$ cat config.mk
export PLATFORM = sky130hd
export DESIGN_NAME = pack_delta_instruction_decoder_flat
export DESIGN_NICKNAME = d
export VERILOG_FILES = /design/src/pdid_pkg.sv /design/src/pdid_in_if.sv /design/src/pdid_out_if.sv /design/src/pack_delta_instruction_decoder.sv /design/src/flat_wrapper.sv
export SDC_FILE = /design/constraint.sdc
export NUM_CORES = 1
export LEC_CHECK = 0
export ABC_CLOCK_PERIOD_IN_PS = 10670
export CAP_MARGIN = 5
export CORE_ASPECT_RATIO = 1.1
export CORE_MARGIN = 3
export CORE_UTILIZATION = 50
export CTS_CLUSTER_DIAMETER = 40
export DETAILED_ROUTE_END_ITERATION = 7
export DONT_BUFFER_PORTS = 1
export GPL_ROUTABILITY_DRIVEN = 0
export PLACE_DENSITY = 0.74
export SLEW_MARGIN = 15
export SYNTH_ARGS = -nofsm -noshare
export SYNTH_HDL_FRONTEND = slang
export SYNTH_SLANG_ARGS = --single-unit
$ cat constraint.sdc
create_clock -name clk -period 10.67 [get_ports clk]
set_input_delay 1.067 -clock clk [delete_from_list [all_inputs] [get_ports clk]]
set_output_delay 1.067 -clock clk [all_outputs]
set_load 0.05 [all_outputs]
$ cat src/pdid_pkg.sv
// Shared types and constants of the pack delta instruction decoder.
package pdid_pkg;

    // Parser phase, one-hot
    typedef enum logic [6:0] {
        PH_REF  = 7'b0000001,
        PH_RES  = 7'b0000010,
        PH_OP   = 7'b0000100,
        PH_COPY = 7'b0001000,
        PH_LIT  = 7'b0010000,
        PH_END  = 7'b0100000,
        PH_ERR  = 7'b1000000
    } phase_t;

    // Result item kinds
    typedef enum logic [1:0] {
        KIND_LITERAL = 2'd0,
        KIND_COPY    = 2'd1,
        KIND_ERROR   = 2'd2,
        KIND_DONE    = 2'd3
    } kind_t;

    // Error codes
    localparam logic [1:0] ERR_SIZE_MISMATCH = 2'd0;
    localparam logic [1:0] ERR_SIZE_LARGE    = 2'd1;
    localparam logic [1:0] ERR_ZERO_OPCODE   = 2'd2;
    localparam logic [1:0] ERR_COPY_RANGE    = 2'd3;

    // Configuration port
    localparam int ADDR_W = 3;
    localparam logic [ADDR_W-1:0] ADDR_REFERENCE_SIZE = 3'd0;

    // Copy instruction constants
    localparam int PARAM_BYTES = 7;
    localparam int OFFSET_BYTES = 4;
    localparam logic [23:0] LEN_ZERO_ALIAS = 24'h010000;

    // One result item plus its valid flag
    typedef struct packed {
        logic        valid;
        kind_t       kind;
        logic [7:0]  literal_byte;
        logic [31:0] copy_offset;
        logic [23:0] copy_length;
        logic        done_res;
        logic [1:0]  error_code;
    } result_t;

endpackage

$ cat src/pdid_in_if.sv
// Input channel of the delta decoder: one delta stream byte per item.
interface pdid_in_if;
    logic       valid;
    logic       ready;
    logic [7:0] delta_byte;
    logic       start_of_delta;

    modport source (output valid, output delta_byte, output start_of_delta, input ready);
    modport sink (input valid, input delta_byte, input start_of_delta, output ready);
endinterface

$ cat src/pdid_out_if.sv
// Output channel of the delta decoder: one decoded result per item.
interface pdid_out_if;
    logic                valid;
    logic                ready;
    pdid_pkg::kind_t     kind;
    logic [7:0]          literal_byte;
    logic [31:0]         copy_offset;
    logic [23:0]         copy_length;
    logic                done_res;
    logic [1:0]          error_code;

    modport source (output valid, output kind, output literal_byte, output copy_offset,
                    output copy_length, output done_res, output error_code, input ready);
    modport sink (input valid, input kind, input literal_byte, input copy_offset,
                  input copy_length, input done_res, input error_code, output ready);
endinterface

$ cat src/pack_delta_instruction_decoder.sv
// Top level of the pack delta instruction decoder.

// Decodes an inflated delta stream, one byte per item, at a sustained rate of one item
// per clock while the output is not stalled. Each item is held in an input register,
// decoded by the parser logic, and its result (if any) lands in an output register; a
// stalled output only holds the pipe once both registers are full. Size varint and copy
// parameter bytes give no result but errors and an empty result's done; the last byte
// of a copy gives the copy command, each literal byte gives itself. Errors are sticky
// until an item with start_of_delta set. reference_size is written over the APB port
// at address 0 and must only change while the decoder is idle.
module pack_delta_instruction_decoder #(
    parameter int SIZE_WIDTH = 32
) (
    input  logic                          clk,
    input  logic                          rst_n,
    pdid_in_if.sink                       in_ch,
    pdid_out_if.source                    out_ch,
    input  logic                          psel,
    input  logic                          penable,
    input  logic                          pwrite,
    input  logic [pdid_pkg::ADDR_W-1:0]   paddr,
    input  logic [31:0]                   pwdata,
    output logic [31:0]                   prdata,
    output logic                          pready
);

    localparam int SW  = SIZE_WIDTH;
    localparam int SHW = $clog2(SIZE_WIDTH + 8);
    localparam int CW  = (SIZE_WIDTH > 32) ? SIZE_WIDTH : 32;
    localparam int PW  = ((SIZE_WIDTH > 24) ? SIZE_WIDTH : 24) + 1;

    // Configuration register, decoded on the word address
    logic [31:0] ref_size_reg;
    logic        ref_size_sel;

    assign ref_size_sel = (paddr[pdid_pkg::ADDR_W-1:2]
                           == pdid_pkg::ADDR_REFERENCE_SIZE[pdid_pkg::ADDR_W-1:2]);
    assign pready = 1'b1;
    assign prdata = ref_size_sel ? ref_size_reg : 32'd0;

    always_ff @(posedge clk or negedge rst_n)
    begin
        if (!rst_n)
        begin
            ref_size_reg <= 32'd0;
        end
        else if (psel && penable && pwrite && ref_size_sel)
        begin
            ref_size_reg <= pwdata;
        end
    end

    // Pipeline registers
    logic                s1_valid_reg;
    logic [7:0]          s1_byte_reg;
    logic                s1_start_reg;
    logic                out_valid_reg;
    pdid_pkg::result_t   out_reg;
    logic                advance;

    // Parser state
    pdid_pkg::phase_t    phase_reg, phase_next;
    logic [SW-1:0]       acc_reg, acc_next;
    logic [SHW-1:0]      shift_reg, shift_next;
    logic [SW-1:0]       target_reg, target_next;
    logic [SW-1:0]       produced_reg, produced_next;
    logic [6:0]          mask_reg, mask_next;
    logic [31:0]         offset_reg, offset_next;
    logic [23:0]         length_reg, length_next;
    logic [6:0]          lit_rem_reg, lit_rem_next;

    assign advance     = s1_valid_reg && (!out_valid_reg || out_ch.ready);
    assign in_ch.ready = !s1_valid_reg || advance;

    // Start of delta overrides the held state
    pdid_pkg::phase_t    phase_cur;
    logic [SW-1:0]       acc_cur;
    logic [SHW-1:0]      shift_cur;
    logic [SW-1:0]       produced_cur;

    assign phase_cur    = s1_start_reg ? pdid_pkg::PH_REF : phase_reg;
    assign acc_cur      = s1_start_reg ? '0 : acc_reg;
    assign shift_cur    = s1_start_reg ? '0 : shift_reg;
    assign produced_cur = s1_start_reg ? '0 : produced_reg;

    // Varint byte: payload bits placed at the current shift, overflow check
    logic [6:0]          vi_pay;
    logic [SW+6:0]       vi_wide;
    logic [SW+6:0]       vi_shifted;
    logic                vi_over;
    logic                vi_last;
    logic [SW-1:0]       vi_acc;
    logic [SHW-1:0]      vi_shift;
    logic                ref_mismatch;

    assign vi_pay     = s1_byte_reg[6:0];
    assign vi_wide    = {{SW{1'b0}}, vi_pay};
    assign vi_shifted = vi_wide << shift_cur;
    assign vi_over    = (vi_pay != 7'd0)
                        && ((shift_cur >= SHW'(SW)) || (vi_shifted[SW+6:SW] != 7'd0));
    assign vi_last    = !s1_byte_reg[7];
    assign vi_acc     = acc_cur | vi_shifted[SW-1:0];
    assign vi_shift   = (shift_cur < SHW'(SW)) ? shift_cur + SHW'(7) : shift_cur;
    assign ref_mismatch = CW'(vi_acc) != CW'(ref_size_reg);

    // Copy parameter gathering: next byte fills the lowest selected slot
    logic [6:0]          sel;
    logic [6:0]          mask_left;
    logic [31:0]         gather_off;
    logic [23:0]         gather_len;

    assign sel       = mask_reg & (~mask_reg + 7'd1);
    assign mask_left = mask_reg & ~sel;

    always_comb
    begin
        gather_off = offset_reg;
        gather_len = length_reg;
        for (int i = 0; i < pdid_pkg::OFFSET_BYTES; i++)
        begin
            if (sel[i])
            begin
                gather_off[8*i +: 8] = s1_byte_reg;
            end
        end
        for (int i = 0; i < pdid_pkg::PARAM_BYTES - pdid_pkg::OFFSET_BYTES; i++)
        begin
            if (sel[pdid_pkg::OFFSET_BYTES + i])
            begin
                gather_len[8*i +: 8] = s1_byte_reg;
            end
        end
    end

    // Copy bounds check and produced byte count
    logic [31:0]         copy_off;
    logic [23:0]         copy_len;
    logic [23:0]         len_eff;
    logic [32:0]         copy_end;
    logic                copy_oob;
    logic [23:0]         prod_inc;
    logic [PW-1:0]       prod_sum;
    logic [SW-1:0]       prod_new;
    logic                prod_done;

    assign copy_off  = (phase_cur == pdid_pkg::PH_COPY) ? gather_off : 32'd0;
    assign copy_len  = (phase_cur == pdid_pkg::PH_COPY) ? gather_len : 24'd0;
    assign len_eff   = (copy_len == 24'd0) ? pdid_pkg::LEN_ZERO_ALIAS : copy_len;
    assign copy_end  = {1'b0, copy_off} + 33'(len_eff);
    assign copy_oob  = copy_end > {1'b0, ref_size_reg};
    assign prod_inc  = (phase_cur == pdid_pkg::PH_LIT) ? 24'd1 : len_eff;
    assign prod_sum  = PW'(produced_cur) + PW'(prod_inc);
    assign prod_new  = (prod_sum > PW'({SW{1'b1}})) ? {SW{1'b1}} : prod_sum[SW-1:0];
    assign prod_done = prod_new >= target_reg;

    // Parser step
    pdid_pkg::result_t   res;
    logic                do_copy;

    always_comb
    begin
        phase_next    = phase_cur;
        acc_next      = acc_cur;
        shift_next    = shift_cur;
        target_next   = s1_start_reg ? '0 : target_reg;
        produced_next = produced_cur;
        mask_next     = mask_reg;
        offset_next   = offset_reg;
        length_next   = length_reg;
        lit_rem_next  = lit_rem_reg;
        do_copy       = 1'b0;
        res           = '0;
        res.kind      = pdid_pkg::KIND_LITERAL;

        unique case (phase_cur)
            pdid_pkg::PH_REF:
            begin
                if (vi_over)
                begin
                    phase_next     = pdid_pkg::PH_ERR;
                    res.valid      = 1'b1;
                    res.kind       = pdid_pkg::KIND_ERROR;
                    res.error_code = pdid_pkg::ERR_SIZE_LARGE;
                end
                else if (vi_last)
                begin
                    acc_next   = '0;
                    shift_next = '0;
                    if (ref_mismatch)
                    begin
                        phase_next     = pdid_pkg::PH_ERR;
                        res.valid      = 1'b1;
                        res.kind       = pdid_pkg::KIND_ERROR;
                        res.error_code = pdid_pkg::ERR_SIZE_MISMATCH;
                    end
                    else
                    begin
                        phase_next = pdid_pkg::PH_RES;
                    end
                end
                else
                begin
                    acc_next   = vi_acc;
                    shift_next = vi_shift;
                end
            end
            pdid_pkg::PH_RES:
            begin
                if (vi_over)
                begin
                    phase_next     = pdid_pkg::PH_ERR;
                    res.valid      = 1'b1;
                    res.kind       = pdid_pkg::KIND_ERROR;
                    res.error_code = pdid_pkg::ERR_SIZE_LARGE;
                end
                else if (vi_last)
                begin
                    acc_next    = '0;
                    shift_next  = '0;
                    target_next = vi_acc;
                    if (produced_cur >= vi_acc)
                    begin
                        // empty result object
                        phase_next   = pdid_pkg::PH_END;
                        res.valid    = 1'b1;
                        res.kind     = pdid_pkg::KIND_DONE;
                        res.done_res = 1'b1;
                    end
                    else
                    begin
                        phase_next = pdid_pkg::PH_OP;
                    end
                end
                else
                begin
                    acc_next   = vi_acc;
                    shift_next = vi_shift;
                end
            end
            pdid_pkg::PH_OP:
            begin
                if (s1_byte_reg == 8'd0)
                begin
                    phase_next     = pdid_pkg::PH_ERR;
                    res.valid      = 1'b1;
                    res.kind       = pdid_pkg::KIND_ERROR;
                    res.error_code = pdid_pkg::ERR_ZERO_OPCODE;
                end
                else if (s1_byte_reg[7])
                begin
                    mask_next   = s1_byte_reg[6:0];
                    offset_next = 32'd0;
                    length_next = 24'd0;
                    phase_next  = pdid_pkg::PH_COPY;
                    do_copy     = (s1_byte_reg[6:0] == 7'd0);
                end
                else
                begin
                    lit_rem_next = s1_byte_reg[6:0];
                    phase_next   = pdid_pkg::PH_LIT;
                end
            end
            pdid_pkg::PH_COPY:
            begin
                mask_next   = mask_left;
                offset_next = gather_off;
                length_next = gather_len;
                do_copy     = (mask_left == 7'd0);
            end
            pdid_pkg::PH_LIT:
            begin
                produced_next    = prod_new;
                lit_rem_next     = lit_rem_reg - 7'd1;
                res.valid        = 1'b1;
                res.kind         = pdid_pkg::KIND_LITERAL;
                res.literal_byte = s1_byte_reg;
                if (lit_rem_reg == 7'd1)
                begin
                    phase_next   = prod_done ? pdid_pkg::PH_END : pdid_pkg::PH_OP;
                    res.done_res = prod_done;
                end
            end
            pdid_pkg::PH_END, pdid_pkg::PH_ERR:
            begin
                // bytes are dropped until the next start of delta
            end
            default:
            begin
            end
        endcase

        // Copy command, or range error, once all selected parameter bytes are in
        if (do_copy)
        begin
            res.valid = 1'b1;
            if (copy_oob)
            begin
                phase_next     = pdid_pkg::PH_ERR;
                res.kind       = pdid_pkg::KIND_ERROR;
                res.error_code = pdid_pkg::ERR_COPY_RANGE;
            end
            else
            begin
                produced_next   = prod_new;
                phase_next      = prod_done ? pdid_pkg::PH_END : pdid_pkg::PH_OP;
                res.kind        = pdid_pkg::KIND_COPY;
                res.copy_offset = copy_off;
                res.copy_length = len_eff;
                res.done_res    = prod_done;
            end
        end
    end

    // Input register
    always_ff @(posedge clk or negedge rst_n)
    begin
        if (!rst_n)
        begin
            s1_valid_reg <= 1'b0;
        end
        else if (in_ch.valid && in_ch.ready)
        begin
            s1_valid_reg <= 1'b1;
        end
        else if (advance)
        begin
            s1_valid_reg <= 1'b0;
        end
    end

    always_ff @(posedge clk)
    begin
        if (in_ch.valid && in_ch.ready)
        begin
            s1_byte_reg  <= in_ch.delta_byte;
            s1_start_reg <= in_ch.start_of_delta;
        end
    end

    // Parser state registers
    always_ff @(posedge clk or negedge rst_n)
    begin
        if (!rst_n)
        begin
            phase_reg    <= pdid_pkg::PH_REF;
            acc_reg      <= '0;
            shift_reg    <= '0;
            target_reg   <= '0;
            produced_reg <= '0;
            mask_reg     <= 7'd0;
            offset_reg   <= 32'd0;
            length_reg   <= 24'd0;
            lit_rem_reg  <= 7'd0;
        end
        else if (advance)
        begin
            phase_reg    <= phase_next;
            acc_reg      <= acc_next;
            shift_reg    <= shift_next;
            target_reg   <= target_next;
            produced_reg <= produced_next;
            mask_reg     <= mask_next;
            offset_reg   <= offset_next;
            length_reg   <= length_next;
            lit_rem_reg  <= lit_rem_next;
        end
    end

    // Output register
    always_ff @(posedge clk or negedge rst_n)
    begin
        if (!rst_n)
        begin
            out_valid_reg <= 1'b0;
        end
        else if (advance)
        begin
            out_valid_reg <= res.valid;
        end
        else if (out_ch.ready)
        begin
            out_valid_reg <= 1'b0;
        end
    end

    always_ff @(posedge clk)
    begin
        if (advance)
        begin
            out_reg <= res;
        end
    end

    assign out_ch.valid        = out_valid_reg;
    assign out_ch.kind         = out_reg.kind;
    assign out_ch.literal_byte = out_reg.literal_byte;
    assign out_ch.copy_offset  = out_reg.copy_offset;
    assign out_ch.copy_length  = out_reg.copy_length;
    assign out_ch.done_res     = out_reg.done_res;
    assign out_ch.error_code   = out_reg.error_code;

    // An error result leaves the parser in the error phase
    a_error_sticks: assert property (@(posedge clk) disable iff (!rst_n)
        advance && res.valid && res.kind == pdid_pkg::KIND_ERROR
        |=> phase_reg == pdid_pkg::PH_ERR)
        else $error("error result did not park the parser");

    // A result that ends the delta leaves the parser in the end phase
    a_done_ends: assert property (@(posedge clk) disable iff (!rst_n)
        advance && res.valid && res.done_res
        |=> phase_reg == pdid_pkg::PH_END)
        else $error("done result did not end the delta");

    // The produced count only grows within one delta
    a_count_grows: assert property (@(posedge clk) disable iff (!rst_n)
        advance && !s1_start_reg |=> produced_reg >= $past(produced_reg))
        else $error("produced count went backward");

    // Input stalls only when both pipeline registers hold items
    a_stall_full: assert property (@(posedge clk) disable iff (!rst_n)
        !in_ch.ready |-> s1_valid_reg && out_valid_reg && !out_ch.ready)
        else $error("input stalled with room in the pipeline");

endmodule

$ cat src/flat_wrapper.sv
// flat-port wrapper written by rule: the top's interface ports become plain ports
module pack_delta_instruction_decoder_flat 
#(
    parameter int SIZE_WIDTH = 32
)
  (clk, rst_n, psel, penable, pwrite, paddr, pwdata, prdata, pready, in_ch_valid, in_ch_delta_byte, in_ch_start_of_delta, in_ch_ready, out_ch_valid, out_ch_kind, out_ch_literal_byte, out_ch_copy_offset, out_ch_copy_length, out_ch_done_res, out_ch_error_code, out_ch_ready);
  pdid_in_if in_ch_i ();
  pdid_out_if out_ch_i ();
  input  logic clk;
  input  logic rst_n;
  input  logic psel;
  input  logic penable;
  input  logic pwrite;
  input  logic [pdid_pkg::ADDR_W-1:0] paddr;
  input  logic [31:0] pwdata;
  output logic [31:0] prdata;
  output logic pready;
  input wire logic [$bits(in_ch_i.valid)-1:0] in_ch_valid;
  input wire logic [$bits(in_ch_i.delta_byte)-1:0] in_ch_delta_byte;
  input wire logic [$bits(in_ch_i.start_of_delta)-1:0] in_ch_start_of_delta;
  output wire logic [$bits(in_ch_i.ready)-1:0] in_ch_ready;
  output wire logic [$bits(out_ch_i.valid)-1:0] out_ch_valid;
  output wire logic [$bits(out_ch_i.kind)-1:0] out_ch_kind;
  output wire logic [$bits(out_ch_i.literal_byte)-1:0] out_ch_literal_byte;
  output wire logic [$bits(out_ch_i.copy_offset)-1:0] out_ch_copy_offset;
  output wire logic [$bits(out_ch_i.copy_length)-1:0] out_ch_copy_length;
  output wire logic [$bits(out_ch_i.done_res)-1:0] out_ch_done_res;
  output wire logic [$bits(out_ch_i.error_code)-1:0] out_ch_error_code;
  input wire logic [$bits(out_ch_i.ready)-1:0] out_ch_ready;
  assign in_ch_i.valid = in_ch_valid;
  assign in_ch_i.delta_byte = in_ch_delta_byte;
  assign in_ch_i.start_of_delta = in_ch_start_of_delta;
  assign in_ch_ready = in_ch_i.ready;
  assign out_ch_valid = out_ch_i.valid;
  assign out_ch_kind = out_ch_i.kind;
  assign out_ch_literal_byte = out_ch_i.literal_byte;
  assign out_ch_copy_offset = out_ch_i.copy_offset;
  assign out_ch_copy_length = out_ch_i.copy_length;
  assign out_ch_done_res = out_ch_i.done_res;
  assign out_ch_error_code = out_ch_i.error_code;
  assign out_ch_i.ready = out_ch_ready;
  pack_delta_instruction_decoder #(.SIZE_WIDTH(SIZE_WIDTH)) u_core (.clk(clk), .rst_n(rst_n), .in_ch(in_ch_i), .out_ch(out_ch_i), .psel(psel), .penable(penable), .pwrite(pwrite), .paddr(paddr), .pwdata(pwdata), .prdata(prdata), .pready(pready));
endmodule
==> results of run 1 <==
==> layout by cell type, fill, tap and decap left out, drive strengths merged, types with 26 or more instances in the layout <==
cell    synthesis  layout
nand2         277     277
dfrtp         212     212
o21ai         199     199
nor2          194     194
inv           158     170
ha            147     147
a21oi         116     116
edfxtp         78      78
nor2b          62      62
nand2b         52      52
a21o           51      51
a22o           50      50
mux2           50      50
nor3           49      49
clkbuf         81      48
mux2i          47      47
xnor2          45      45
buf            39      41
nand3          29      29
nand4          26      26
==> how the worst max path moves through the flow <==
stage	cells after the start	slack, ns	from	to
5_1_grt	33	1.13	u_core.mask_reg[0]	u_core.phase_reg[5]
3_3_place_gp	33	2.23	u_core.mask_reg[0]	u_core.phase_reg[5]
6_report	33	1.79	u_core.mask_reg[0]	u_core.phase_reg[5]
4_1_cts	33	2.08	u_core.mask_reg[0]	u_core.phase_reg[5]
2_1_floorplan	31	3.98	u_core.mask_reg[1]	u_core.phase_reg[5]
3_5_place_dp	33	2.13	u_core.mask_reg[0]	u_core.phase_reg[5]
==> Yosys cell counts, types with 29 or more instances <==
| cell type | n |
|---|---|
| a21oi_1 | 116 |
| xnor2_1 | 45 |
| a22o_1 | 50 |
| edfxtp_1 | 78 |
| inv_1 | 157 |
| dfrtp_1 | 212 |
| mux2_2 | 48 |
| nand2_1 | 276 |
| a21o_1 | 51 |
| nor2_1 | 194 |
| o21ai_0 | 195 |
| nor3_1 | 48 |
| nand2b_1 | 52 |
| mux2i_1 | 47 |
| nor2b_1 | 61 |
| clkbuf_1 | 81 |
| ha_1 | 147 |
| nand3_1 | 29 |
==> per-stage QoR <==
step	instances	instance area (µm²)
3_3_place_gp	2714	20600
4_1_cts	2794	22100
3_5_place_dp	2714	20600
6_report	2794	22100
2_1_floorplan	2286	20200
5_1_grt	2794	22100
==> power groups by stage <==
| stage | clock, mW | sequential (mW) | combinational (mW) |
|---|---|---|---|
| global placement | 0 | 1.52 | 0.960 |
| finish | 1.44 | 1.51 | 1.03 |
| global route | 1.49 | 1.52 | 1.08 |
| detailed placement | 0 | 1.52 | 0.983 |
| floorplan | 0 | 1.44 | 0.746 |
| CTS | 1.45 | 1.50 | 0.989 |
==> critical path, delay by kind of cell, from the launching register on <==
family          cells  cell delay (ns)
mux                 1             0.24
fa+ha+maj           2             0.53
simple gates       16             3.61
flops               1             0.64
compound gates     12             3.40
buf+inv             2             0.32
==> per-layer routing <==
| layer | track usage [%] | vias up | share of wire [%] |
|---|---|---|---|
| met3 | 5.80 | 287 | 9.4 |
| met1 | 38.7 | 8642 | 39 |
| li1 | - | 8096 | - |
| met4 | 18.5 | 0 | 7.7 |
| met5 | 0 | - | 0 |
| met2 | 45.6 | 1112 | 43 |
==> cells by family (layout without fill, tap and decap cells) <==
group | count (synthesis) | count (layout) | share of synthesized area (%)
compound gates | 613 | 613 | 20.1
xor+xnor | 59 | 59 | 2.56
fa+ha+maj | 149 | 149 | 9.31
buf+inv | 279 | 280 | 5.63
flops | 291 | 291 | 38.0
mux | 97 | 97 | 5.14
other cells | 1 | 1 | 0.0186
simple gates | 797 | 797 | 19.2
==> final cells by class <==
| type | count | area, µm² |
|---|---|---|
| Clock buffer | 48 | 1110 |
| Tap cell | 507 | 634 |
| Timing Repair Buffer | 41 | 308 |
| Clock inverter | 32 | 345 |
| Fill cell | 3406 | 17400 |
| Sequential cell | 291 | 7670 |
| Multi-Input combinational cell | 1716 | 11400 |
| Inverter | 159 | 599 |
==> impl_summary.txt, run 1 <==
----------------------------------------------------
[Timing]
  Slew of the pin with the lowest slew margin ... 1.07 ns
  Pins Over Slew Limit ... 0
  Number of failing setup endpoints in the final timing report ... 0
  Worst setup skew after layout ... 0.0225 ns
  Setup repair after global routing missed its margin ... no
  Post-layout worst setup margin ... 1.79 ns
  Relative slew margins ... 28.2%
  Final worst-path cycle share ... 83.2%
  Setup TNS Final ... 0 ns
  Final count of hold timing violations ... 0
  Shortest period the worst path allows ... 8.88 ns
  Achievable frequency ... 113 MHz
  Worst-case hold slack ... 0.219 ns

[Flow run]
  Number of max-cap violations ... 0

[Critical path]
  Biggest cell delay along the critical path ... 0.73 ns
  Sort of element at the end of the critical path ... flop
  Slowest library cell on the worst path ... a221oi_1
  Arrival time at the worst endpoint ... 9.33 ns
  Most common cell on crit path ... a21oi_1
  CP Max Fanout ... 19
  Crit Reg-Reg Startpoint ... u_core.mask_reg[0]
  Startpoint type of the worst setup path ... flop
  Kind of critical path ... flop to flop
  FF-to-FF setup slack ... 1.79 ns
  Depth of the worst register-to-register path ... 33
  Required time worst endpoint ... 11.12 ns
  R2R Path End ... u_core.phase_reg[5]

[Final layout]
  Final Net Count ... 2452
  Area Overhead vs Synth ... 9.31%
  Number of diodes added for antenna fixing ... 0
  Utilization after layout ... 55.9%
  Fraction of final layout cells sized beyond drive strength 1 ... 9.18%

[Route]
  Iteration count of the initial detailed-routing pass ... 7
  Final routed DRC violation total ... 0
  Routed len/inst ... 23.5 µm
  Count of vias placed by the detailed router ... 18100
  Vias per cell ... 6.49
  Post-detailed-route count of antenna-violating nets ... 0
  Iter 0 DRT Violations ... 2234
  Routed Wire Length ... 65.6 mm

[Power]
  Peak VDD IR ... 95.2 µV
  Proportion of power drawn by combinational gates ... 25.8%
  Proportion of power drawn by the clock network ... 36.2%
  Switch share ... 38.1%
  Register share of total power ... 38.0%
  Internal power summed over all cells ... 2.46 mW
  Net Switching ... 1.52 mW
  Leakage Power ... 10.2 nW
  Total power ... 3.98 mW
  Pwr/cell area ... 181 mW/mm²

[Floorplanning]
  Die X ... 198 µm
  Initial Util ... 51.1%
  Core region area ... 0.0395 mm²
  Number of I/O pins ... 155
  Die area ... 0.0428 mm²
  Die H ... 217 µm
  Std-Cell Rows ... 76

[Yosys]
  Count of flip-flops with a built-in enable after synthesis ... 78
  Syn. warnings ... 0
  Total of flip-flops plus latches after synthesis ... 291
  Synthesized cell area ... 0.0202 mm²
  Cells after Synth ... 2286
  Proportion of synthesized chip area in sequential cells ... 38.0%
  Synthesized Nets ... 2486
  Cell variety after synth ... 100
  Area contributors post-synth ... dfrtp_1, edfxtp_1, ha_1
  Syn_area_per_cell ... 8.83 µm²
  Share of synthesized registers carrying an async set or reset ... 73.2%
  Cell accounting for the most synthesized area ... dfrtp_1
  Top FF cell, synth ... dfrtp_1
  Fraction of synthesized cell area taken by the top area cell type ... 26.3%

[Global routing]
  Largest net degree at the start of global routing ... 214
  Number of global-route vias before repair ... 17100
  Total overflow reported by the global router ... 0
  Wire length of the first global-routing pass ... 99.1 mm
  Number of antenna violations at the first check in global routing ... 0
  Total GRT Usage ... 29.7%

[Hold path]
  Worst hold path class ... input port to asynchronous set/reset pin

[Clock tree]
  Root buffer cell ... clkbuf_16
  CTS max path bufs ... 3
  Worst-Skew Late Latency ... 0.56 ns
  Count of cells resized by post-cts repair ... 0
  Clock transition at path regs ... 0.06 ns
  CTS Sinks ... 291
  TritonCTS Buffers ... 43
  CTS tree ... built
  Hold-fix buffers at CTS ... 0
  Post-CTS Repair Setup Buffers ... 0
  H-Tree Level Count ... 2

[Placement]
  Placement Setup Slack ... 2.13 ns
  Total of buffers placed on input and output ports ... 0
  DPL Wire Length ... 47.8 mm

[Outcome]
  Status ... completed

----------------------------------------------------
(Power assumes the default switching activity.)
==> run 2: changes to the inputs <==
Settings changed: ABC_CLOCK_PERIOD_IN_PS 10670 to 7300, PLACE_DENSITY 0.74 to 0.77.
Clock period 10.67 ns to 7.3 ns, I/O delays scaled along.
==> impl_summary.txt, run 2 (same netlist as run 1, synthesis figures left out) <==
----------------------------------------------------
[Floorplanning]
  Number of I/O pins ... 155
  Die X ... 198 µm
  Core region area ... 0.0395 mm²
  Std-Cell Rows ... 76
  Initial Util ... 51.1%
  Die H ... 217 µm
  Die area ... 0.0428 mm²

[Power]
  Pwr/cell area ... 260 mW/mm²
  Leakage Power ... 10.5 nW
  Peak VDD IR ... 158 µV

[Clock tree]
  Root buffer cell ... clkbuf_16
  Worst-Skew Late Latency ... 0.57 ns
  TritonCTS Buffers ... 42
  H-Tree Level Count ... 2
  CTS tree ... built
  CTS Sinks ... 291
  CTS max path bufs ... 3
  Clock transition at path regs ... 0.06 ns

[Critical path]
  FF-to-FF setup slack ... 0.12 ns
  Depth of the worst register-to-register path ... 32
  Biggest cell delay along the critical path ... 0.66 ns
  Slowest library cell on the worst path ... or4b_2
  CP Max Fanout ... 29
  Arrival time at the worst endpoint ... 7.61 ns
  R2R Path End ... u_core.produced_reg[2]
  Required time worst endpoint ... 7.74 ns
  Sort of element at the end of the critical path ... flop
  Startpoint type of the worst setup path ... flop
  Most common cell on crit path ... nand2_1
  Kind of critical path ... flop to flop
  Crit Reg-Reg Startpoint ... u_core.mask_reg[1]

[Hold path]
  Worst hold path class ... input port to asynchronous set/reset pin

[Global routing]
  Largest net degree at the start of global routing ... 213
  Total overflow reported by the global router ... 0
  Number of global-route vias before repair ... 17600
  Total GRT Usage ... 30.6%
  Number of antenna violations at the first check in global routing ... 0
  Wire length of the first global-routing pass ... 102 mm

[Timing]
  Final count of hold timing violations ... 0
  Worst setup skew after layout ... 0.0210 ns
  Shortest period the worst path allows ... 7.18 ns
  Number of failing setup endpoints in the final timing report ... 0
  Relative slew margins ... 24.1%
  Worst-case hold slack ... 0.0108 ns
  Slew of the pin with the lowest slew margin ... 1.13 ns
  Pins Over Slew Limit ... 0
  Setup TNS Final ... 0 ns
  Post-layout worst setup margin ... 0.124 ns
  Achievable frequency ... 139 MHz
  Final worst-path cycle share ... 98.3%

[Route]
  Post-detailed-route count of antenna-violating nets ... 0
  Iter 0 DRT Violations ... 2566
  Count of vias placed by the detailed router ... 18500
  Routed len/inst ... 23.8 µm
  Iteration count of the initial detailed-routing pass ... 8
  Final routed DRC violation total ... 162
  Vias per cell ... 6.53
  Routed Wire Length ... 67.4 mm

[Final layout]
  Area Overhead vs Synth ... 11.5%
  Number of diodes added for antenna fixing ... 0
  Number of inserted filler cells in the final layout ... 3322
  Multi-input gate area ... 0.0115 mm²
  Highest-count cells in the layout ignoring fill and taps ... nand2_1, dfrtp_1, nor2_1
  Number of cells in the finished layout apart from fillers ... 2835
  Most common library cell in the layout ignoring fill and taps ... nand2_1
  Reg area ... 0.00767 mm²
  Fraction of final layout cells sized beyond drive strength 1 ... 11.3%
  Final Net Count ... 2494

[Placement]
  DPL Wire Length ... 48.3 mm
  Total of buffers placed on input and output ports ... 0
  Placement Setup Slack ... -0.00952 ns
  Placed Instances ... 2751

[Outcome]
  Failing checks ... design-rule violations
  Status ... finished with violations

[Flow run]
  Number of max-cap violations ... 0

----------------------------------------------------
## run 2: cell count changes in the layout (fill, tap and decap cells not counted), sizes merged
cell,change
buf,+43
clkbuf,+1
clkinvlp,-2
clkinv,-1
## run 2: power by group
part,leakage (nW),switching [mW],internal [mW]
logic,6.10,1.04,0.497
clock network,0.702,0.847,1.25
registers,3.68,0.376,1.84
## run 2: timing repair
item,4_1_cts,5_1_grt
setup endpoints to repair,2,89
gates resized for setup,2,19
setup buffers,0,3
hold buffers,1,0
endpoints found under the hold margin,212,0
pin swaps,0,7
## run 2: worst max-delay path by stage
stage,to,startpoint,slack (ns),depth (start not counted)
after global placement,u_core.phase_reg[5],u_core.mask_reg[1],0.10,36
final,u_core.produced_reg[2],u_core.mask_reg[1],0.12,32
after detailed placement,u_core.phase_reg[5],u_core.mask_reg[1],-0.01,34
after CTS,u_core.phase_reg[5],u_core.mask_reg[1],0.06,34
after global routing,u_core.produced_reg[2],u_core.mask_reg[1],-0.10,32
after floorplan,u_core.phase_reg[5],u_core.mask_reg[1],0.61,31
## run 2: cell type report
class,instances,share of cell area [%]
flip-flops and latches,291,34.1
inverters,159,2.66
clock buffers,49,4.87
multi-input cells,1716,51.0
well taps,507,2.82
clock inverters,29,1.52
repair buffers,84,3.06
## run 2: critical path: cells and delay by family (launching register included)
kind                     cells  cell delay [ns]
multiplexers                 1             0.15
XOR/XNOR                     1             0.12
adder cells (fa/ha/maj)      2             0.63
buffers and inverters        4             0.74
flip-flops                   1             0.39
AO/OA/AOI/OAI                7             1.42
AND/OR/NAND/NOR             17             3.58
## run 2: per-stage QoR
stage | instance area, µm² | total power, mW | util (%)
finish | 22500 | 5.85 | 57.1
global placement | 20900 | 3.62 | 52.9
detailed placement | 20900 | 3.65 | 52.9
floorplan | 20200 | 3.19 | -
global route | 22500 | 6.04 | 57.1
CTS | 22400 | 5.77 | 56.7
## run 2: layer usage
| metal | global-route usage, % | routed length [µm] | part of all wire, % | vias up |
|---|---|---|---|---|
| met3 | 6.84 | 7410 | 11 | 336 |
| met2 | 46.3 | 29000 | 43 | 1274 |
| met5 | 0 | 0 | 0 | - |
| met1 | 39.4 | 25400 | 38 | 8725 |
| li1 | - | - | - | 8184 |
| met4 | 20.0 | 5630 | 8.4 | 0 |
